<file path="src/hw/rtl/sofd_pkg.sv">
package sofd_pkg;

  localparam int unsigned BYTE_W        = 8;
  localparam int unsigned FRAME_LEN_DEF = 16;
  localparam int unsigned INDEX_W       = 4;

  localparam logic [BYTE_W-1:0] SOF_RESET  = 8'hA5;
  localparam logic [7:0]        CRC8_SEED  = 8'hFF;
  localparam logic [7:0]        CRC8_POLY  = 8'h8C;
  localparam logic [15:0]       CRC16_SEED = 16'hFFFF;
  localparam logic [15:0]       CRC16_POLY = 16'h8408;

  typedef enum logic [2:0] {
    ST_IDLE,
    ST_HUNT_RD,
    ST_HUNT_CMP,
    ST_CHK_RD,
    ST_CHK_USE,
    ST_EMIT_RD,
    ST_EMIT_LD,
    ST_DROP
  } state_t;

  // Reflected CRC-8, one byte folded in bit by bit.
  function automatic logic [7:0] crc8_byte(input logic [7:0] crc, input logic [7:0] data);
    logic [7:0] c;
    c = crc ^ data;
    for (int b = 0; b < 8; b++) begin
      c = c[0] ? ((c >> 1) ^ CRC8_POLY) : (c >> 1);
    end
    return c;
  endfunction

  // Reflected CRC-16, one byte folded in bit by bit.
  function automatic logic [15:0] crc16_byte(input logic [15:0] crc, input logic [7:0] data);
    logic [15:0] c;
    c = crc ^ {8'h00, data};
    for (int b = 0; b < 8; b++) begin
      c = c[0] ? ((c >> 1) ^ CRC16_POLY) : (c >> 1);
    end
    return c;
  endfunction

endpackage

</file>
<file path="src/hw/rtl/sofd_win_ram.sv">
module sofd_win_ram import sofd_pkg::*; #(
  parameter int unsigned DEPTH = FRAME_LEN_DEF,
  parameter int unsigned AW    = $clog2(FRAME_LEN_DEF)
) (
  input  logic              clk,
  input  logic              wr_en,
  input  logic [AW-1:0]     wr_addr,
  input  logic [BYTE_W-1:0] wr_data,
  input  logic              rd_en,
  input  logic [AW-1:0]     rd_addr,
  output logic [BYTE_W-1:0] rd_data
);

  logic [BYTE_W-1:0] mem [DEPTH];

  always_ff @(posedge clk) begin
    if (wr_en) begin
      mem[wr_addr] <= wr_data;
    end
  end

  always_ff @(posedge clk) begin
    if (rd_en) begin
      rd_data <= mem[rd_addr];
    end
  end

endmodule

</file>
<file path="src/hw/rtl/sof_crc_frame_deframer_unit.sv">
// Flow: an accepted byte is stored in the window RAM, then the start-byte hunt reads the
// head entry and drops it while it is not the start byte. A full window is checked entry by
// entry through the window RAM's single read port and, if it passes, emitted entry by entry
// (stalling while the output is held), then slid by one byte before a new hunt; a failing
// window is slid the same way. New bytes are accepted only while the unit is idle.
// Reset (rst, synchronous) empties the window and loads the start byte with 0xA5.
module sof_crc_frame_deframer_unit import sofd_pkg::*; #(
  parameter int unsigned FRAME_LEN = FRAME_LEN_DEF
) (
  input  logic                     clk,
  input  logic                     rst,
  input  logic                     cfg_wr_en,
  input  logic [BYTE_W-1:0]        cfg_wr_data,   // sof_byte
  input  logic                     s_axis_tvalid,
  output logic                     s_axis_tready,
  input  logic [BYTE_W-1:0]        s_axis_tdata,  // [7:0] rx_byte
  output logic                     m_axis_tvalid,
  input  logic                     m_axis_tready,
  output logic [15:0]              m_axis_tdata,  // [7:0] frame_byte, [11:8] byte_index
  output logic                     m_axis_tlast   // frame_last
);

  localparam int unsigned AW = $clog2(FRAME_LEN);
  localparam int unsigned FW = $clog2(FRAME_LEN + 1);

  localparam logic [AW:0]   DEPTH_X   = (AW + 1)'(FRAME_LEN);
  localparam logic [AW-1:0] HEAD_LAST = AW'(FRAME_LEN - 1);
  localparam logic [AW-1:0] IDX_LAST  = AW'(FRAME_LEN - 1);
  localparam logic [AW-1:0] IDX_CRC8  = AW'(2);
  localparam logic [AW-1:0] IDX_CRC_L = AW'(FRAME_LEN - 2);
  localparam logic [FW-1:0] FILL_FULL = FW'(FRAME_LEN);

  state_t            state, state_next;
  logic [BYTE_W-1:0] sof;
  logic [AW-1:0]     head;
  logic [FW-1:0]     fill;
  logic [AW-1:0]     idx;
  logic [7:0]        c8;
  logic [15:0]       c16;
  logic              ok;
  logic              ok_next;

  logic [BYTE_W-1:0] out_byte;
  logic [INDEX_W-1:0] out_index;
  logic              out_last;

  logic              wr_en;
  logic [AW-1:0]     wr_addr;
  logic              rd_en;
  logic [AW-1:0]     rd_addr;
  logic [BYTE_W-1:0] rd_data;
  logic [AW:0]       rd_sum;
  logic [AW:0]       wr_sum;
  logic              accept;
  logic              slot_free;
  logic              sof_hit;

  sofd_win_ram #(
    .DEPTH (FRAME_LEN),
    .AW    (AW)
  ) u_win (
    .clk     (clk),
    .wr_en   (wr_en),
    .wr_addr (wr_addr),
    .wr_data (s_axis_tdata),
    .rd_en   (rd_en),
    .rd_addr (rd_addr),
    .rd_data (rd_data)
  );

  assign accept    = s_axis_tvalid && s_axis_tready;
  assign slot_free = !m_axis_tvalid || m_axis_tready;
  assign sof_hit   = (rd_data == sof);

  // Circular window addressing: both sums stay below twice the depth.
  assign rd_sum  = {1'b0, head} + {1'b0, idx};
  assign rd_addr = (rd_sum >= DEPTH_X) ? AW'(rd_sum - DEPTH_X) : AW'(rd_sum);
  assign wr_sum  = {1'b0, head} + {1'b0, AW'(fill)};
  assign wr_addr = (wr_sum >= DEPTH_X) ? AW'(wr_sum - DEPTH_X) : AW'(wr_sum);

  assign ok_next = ok
                   && (idx != IDX_CRC8  || c8 == rd_data)
                   && (idx != IDX_CRC_L || c16[7:0] == rd_data)
                   && (idx != IDX_LAST  || c16[15:8] == rd_data);

  // Next state
  always_comb begin
    state_next = state;
    unique case (state)
      ST_IDLE: begin
        if (accept) state_next = ST_HUNT_RD;
      end
      ST_HUNT_RD: begin
        state_next = (fill == '0) ? ST_IDLE : ST_HUNT_CMP;
      end
      ST_HUNT_CMP: begin
        if (!sof_hit)                state_next = ST_HUNT_RD;
        else if (fill == FILL_FULL)  state_next = ST_CHK_RD;
        else                         state_next = ST_IDLE;
      end
      ST_CHK_RD: begin
        state_next = ST_CHK_USE;
      end
      ST_CHK_USE: begin
        if (idx == IDX_LAST) state_next = ok_next ? ST_EMIT_RD : ST_DROP;
        else                 state_next = ST_CHK_RD;
      end
      ST_EMIT_RD: begin
        state_next = ST_EMIT_LD;
      end
      ST_EMIT_LD: begin
        if (slot_free) state_next = (idx == IDX_LAST) ? ST_DROP : ST_EMIT_RD;
      end
      ST_DROP: begin
        state_next = ST_HUNT_RD;
      end
      default: state_next = ST_IDLE;
    endcase
  end

  // Outputs of the sequencer
  always_comb begin
    s_axis_tready = 1'b0;
    wr_en         = 1'b0;
    rd_en         = 1'b0;
    unique case (state) inside
      ST_IDLE: begin
        s_axis_tready = 1'b1;
        wr_en         = s_axis_tvalid;
      end
      ST_HUNT_RD, ST_CHK_RD, ST_EMIT_RD: begin
        rd_en = 1'b1;
      end
      default: ;
    endcase
  end

  always_ff @(posedge clk) begin
    if (rst) begin
      state <= ST_IDLE;
      sof   <= SOF_RESET;
      head  <= '0;
      fill  <= '0;
      idx   <= '0;
      ok    <= 1'b0;
    end else begin
      state <= state_next;
      if (cfg_wr_en) sof <= cfg_wr_data;

      case (state)
        ST_IDLE: begin
          if (accept) fill <= fill + FW'(1);
        end
        ST_HUNT_CMP: begin
          // drop a head byte that is not the start byte
          if (!sof_hit) begin
            head <= (head == HEAD_LAST) ? '0 : head + AW'(1);
            fill <= fill - FW'(1);
          end else if (fill == FILL_FULL) begin
            ok  <= 1'b1;
            c8  <= CRC8_SEED;
            c16 <= CRC16_SEED;
          end
        end
        ST_CHK_USE: begin
          ok <= ok_next;
          if (idx < IDX_CRC8)  c8  <= crc8_byte(c8, rd_data);
          if (idx < IDX_CRC_L) c16 <= crc16_byte(c16, rd_data);
          idx <= (idx == IDX_LAST) ? '0 : idx + AW'(1);
        end
        ST_EMIT_LD: begin
          if (slot_free) idx <= (idx == IDX_LAST) ? '0 : idx + AW'(1);
        end
        ST_DROP: begin
          head <= (head == HEAD_LAST) ? '0 : head + AW'(1);
          fill <= fill - FW'(1);
        end
        default: ;
      endcase
    end
  end

  // Output register: hold a transfer until the sink takes it
  always_ff @(posedge clk) begin
    if (rst) begin
      m_axis_tvalid <= 1'b0;
    end else if (state == ST_EMIT_LD && slot_free) begin
      m_axis_tvalid <= 1'b1;
    end else if (m_axis_tready) begin
      m_axis_tvalid <= 1'b0;
    end
  end

  always_ff @(posedge clk) begin
    if (state == ST_EMIT_LD && slot_free) begin
      out_byte  <= rd_data;
      out_index <= INDEX_W'(idx);
      out_last  <= (idx == IDX_LAST);
    end
  end

  assign m_axis_tdata = {4'h0, out_index, out_byte};
  assign m_axis_tlast = out_last;

endmodule
</file>
<file path="config.mk">
export PLATFORM = sky130hd
export DESIGN_NAME = sof_crc_frame_deframer_unit
export DESIGN_NICKNAME = d
export VERILOG_FILES = /design/src/hw/rtl/sofd_pkg.sv /design/src/hw/rtl/sofd_win_ram.sv /design/src/hw/rtl/sof_crc_frame_deframer_unit.sv
export SDC_FILE = /design/constraint.sdc
export NUM_CORES = 1
export LEC_CHECK = 0
export BUFFER_PORTS_ARGS = -buffer_cell sky130_fd_sc_hd__buf_2
export CORE_MARGIN = 2
export CORE_UTILIZATION = 48
export CTS_CLUSTER_SIZE = 8
export DETAILED_ROUTE_END_ITERATION = 8
export GPL_ROUTABILITY_DRIVEN = 1
export SYNTH_ARGS = -nofsm -noshare
export SYNTH_HDL_FRONTEND = slang
export SYNTH_SLANG_ARGS = --single-unit
</file>
<file path="constraint.sdc">
create_clock -name clk -period 3.4 [get_ports clk]
set_input_delay 0.34 -clock clk [delete_from_list [all_inputs] [get_ports clk]]
set_output_delay 0.34 -clock clk [all_outputs]
set_load 0.05 [all_outputs]
</file>
==> summary.md <==
| Metric | Value |
|---|---|
| # setup viols final | 0 |
| Hold worst-path end | sof[2]$_SDFFE_PP1P_ |
| Setup crit start kind | flop |
| Hold Startpoint | cfg_wr_data[2] |
| Final Total Pwr | 5.11 mW |
| F_max | 356 MHz |
| Clock buffer count from CTS | 17 |
| Slew @ Worst Pin | 1070 ps |
| LEAKAGE | 3.32 nW |
| Max capacitance violation total | 0 |
| # rows | 49 |
| Final-report max-slew violation count | 0 |
| Clock Latency Late Sink | 440 ps |
| Die Height | 139 um |
| R2r worst-path depth | 8 |
| Clock buffer depth | 2 |
| Setup Buffers After CTS | 0 |
| CTS root buf | clkbuf_16 |
| Crit-path cells | ha_2 -> inv_1 -> fa_1 -> buf_12 -> mux4_2 -> nor2b_1 -> a211oi_1 -> a21oi_1 |
| Status | finished clean |
| Final TNS setup | 0 ps |
| Synth Register Bits | 199 |
| Final core utilization | 0.551 |
| Total GRT Usage | 0.189 |
| Arr. time, crit path | 2970 ps |
| TritonCTS clock tree | done |
| Vias in the first global route | 4850 |
| Vias/cell | 5.56 |
| Worst ir drop on vdd | 467 uV |
| Die area | 19300 um2 |
| Final hold vios | 0 |
| First-pass GRT wire length | 27500 um |
| CP max stage delay | 530 ps |
| Hold path depth | 2 |
| Hold-fix buffers at CTS | 0 |
| GPL Wtd Cong | 0.834 |
| Req. time, crit path | 3560 ps |
| DR vias | 4822 |
| Final setup margin | 591 ps |
| RSZ-0062 raised after global routing | false |
| Detailed placement HPWL | 11800 um |
| Number of synthesized flops with an enable pin | 173 |
| Yosys warning total | 0 |
| Post_cts resized | 0 |
| Wirelength per Cell | 20.2 um |
| Ys flop type | edfxtp_1 |
| Largest net degree at the start of global routing | 33 |
| Die X | 139 um |
| Hold Path Class | input port to flop |
| DRT iter0 DRCs | 308 |
| Initial Utilization | 0.488 |
| Final Skew | 14.4 ps |
| Synth unique cells | 57 |
| Sink Count | 199 |
| Worst R2R End | u_win.rd_data[5]$_DFFE_PP_ |
| Synth Area per Inst | 15.2 um2 |
| Final WL | 17500 um |
| Slowest cell on crit path | fa_1 |
| Crit path time final | 2810 ps |
| Final ANT Viol Nets | 0 |
| Layout cells sized above 1 | 0.215 |
| Cell area after synthesis | 8740 um2 |
| RR Startpoint | idx[0]$_SDFFE_PP0P_ |
| Crit path kind | flop to flop |
| Worst slew margin | 0.288 |
| Seq/Total Area, Yosys | 0.654 |
| Area growth from synthesis to layout | 12.8% |
| Initial antenna violation count | 0 |
| Setup WS pre-CTS | 558 ps |
| I/O Pins | 40 |
| # diodes | 0 |
| Nets | 661 |
| DRC Markers | 0 |
| Crit. End Element | flop |
| I/O Buffers | 35 |
| H-tree depth | 4 |
| Total core area | 17900 um2 |
| Grt total ovfl | 0 |
| Reg clk slew, reported paths | 70 ps |
| Cells after Synth | 575 |
| FFs w/ async S/R, synth | 0 |
| Crit-path max FO | 32 |
| R2R Setup Slk | 590 ps |
| Power density over the cells | 518 nW/um2 |
| Final Cycle Share | 0.826 |
| Pre-antenna DRT Iters | 4 |
-- cell usage after synthesis (9+ instances only) --
cell type / instances / share of area
edfxtp_1: 173 / 0.59
xnor2_1: 55 / 0.055
nor2_1: 48 / 0.021
mux4_2: 32 / 0.082
nand2_1: 31 / 0.013
dfxtp_1: 26 / 0.060
a21oi_1: 23 / 0.013
mux2i_1: 14 / 0.016
nor2b_1: 14 / 0.010
xor2_1: 13 / 0.013
clkbuf_1: 12 / 0.0052
ha_1: 12 / 0.017
a211oi_1: 10 / 0.0086
inv_1: 9 / 0.0039
nand3_1: 9 / 0.0052
-- worst max-delay path by stage --
stage	start	endpoint	slack [ps]	depth (start not counted)
floorplan	state[2]$_SDFFE_PP0P_	u_win.mem[0][0]$_DFFE_PP_	690	5
global placement	idx[0]$_SDFFE_PP0P_	u_win.rd_data[5]$_DFFE_PP_	570	8
detailed placement	idx[0]$_SDFFE_PP0P_	u_win.rd_data[5]$_DFFE_PP_	560	8
CTS	idx[0]$_SDFFE_PP0P_	u_win.rd_data[5]$_DFFE_PP_	530	8
global route	state[2]$_SDFFE_PP0P_	fill[4]$_SDFFE_PP0P_	380	10
finish	idx[0]$_SDFFE_PP0P_	u_win.rd_data[5]$_DFFE_PP_	590	8
-- critical path: cells and delay by family (launching register included) --
family          cells  cell delay (ps)
fa+ha+maj           2              770
flops               1              470
compound gates      2              540
simple gates        1              140
buf+inv             2              280
mux                 1              320
-- flip-flops by register name, summed over array words and instances, names as in the netlist --
| register | count |
|---|---|
| m_axis_tlast | 1 |
| out_index | 4 |
| sof | 8 |
| state | 3 |
| fill | 5 |
| u_win.rd_data | 8 |
| c8 | 8 |
| head | 4 |
| c16 | 16 |
| m_axis_tvalid | 1 |
| out_byte | 8 |
| idx | 4 |
| ok | 1 |
| u_win.mem | 128 |
-- kinds of logic (layout without fill, tap and decap cells) --
family          after synthesis  count (layout)  synth area share
fa+ha+maj                    15              15            0.0240
flops                       199             199             0.654
simple gates                140             140            0.0793
compound gates               68              68            0.0517
xor+xnor                     69              69            0.0700
other cells                   1               4          0.000429
mux                          46              46            0.0985
buf+inv                      37              97            0.0223
-- power by group --
group	internal, mW	leakage, nW	switching [mW]
logic	0.123	1.27	0.179
clock network	1.12	0.296	0.955
registers	2.69	1.76	0.0399
total	3.94	3.32	1.17
-- through the flow --
step | hold WS [ps] | instance area (um2) | cells
after detailed placement | 507 | 9250 | 835
after floorplan | 424 | 8750 | 578
after CTS | 105 | 9860 | 867
after global routing | 110 | 9860 | 867
after global placement | 502 | 9250 | 835
final | 120 | 9860 | 867
-- placed cells by master, fill, tap and decap left out, types with 3 or more instances in the layout --
| master | n |
|---|---|
| a21o_1 | 4 |
| a211oi_1 | 10 |
| nand2_1 | 31 |
| inv_6 | 3 |
| nand4_1 | 7 |
| clkbuf_16 | 17 |
| buf_4 | 19 |
| nand3_1 | 9 |
| mux2i_1 | 14 |
| inv_1 | 9 |
| xnor2_1 | 55 |
| xor2_1 | 12 |
| dfxtp_1 | 26 |
| nor2_1 | 48 |
| a211o_1 | 4 |
| buf_2 | 35 |
| mux4_2 | 32 |
| and2_1 | 3 |
| clkinv_8 | 3 |
| fa_1 | 3 |
| edfxtp_1 | 173 |
| conb_1 | 4 |
| ha_1 | 11 |
| nand2b_1 | 3 |
| or4_1 | 3 |
| o21ai_0 | 8 |
| nor2b_1 | 14 |
| inv_8 | 3 |
| or2_2 | 5 |
| a21oi_1 | 23 |
| nor3_1 | 4 |
-- area by class of cell --
| type | instances | area [um2] |
|---|---|---|
| inverters | 9 | 33.8 |
| fillers | 1465 | 8040 |
| flip-flops and latches | 199 | 5720 |
| well taps | 229 | 287 |
| clock buffers | 18 | 429 |
| clock inverters | 14 | 189 |
| repair buffers | 56 | 358 |
| multi-input cells | 342 | 2850 |
-- metal layers --
metal  vias up  part of all wire  track usage
met5         -                 0            0
met4         0             0.017       0.0659
met3        16             0.042       0.0335
met2       122              0.50        0.313
met1      2427              0.44        0.254
li1       2257                 -            -
Power figures use the tool's default switching activity.
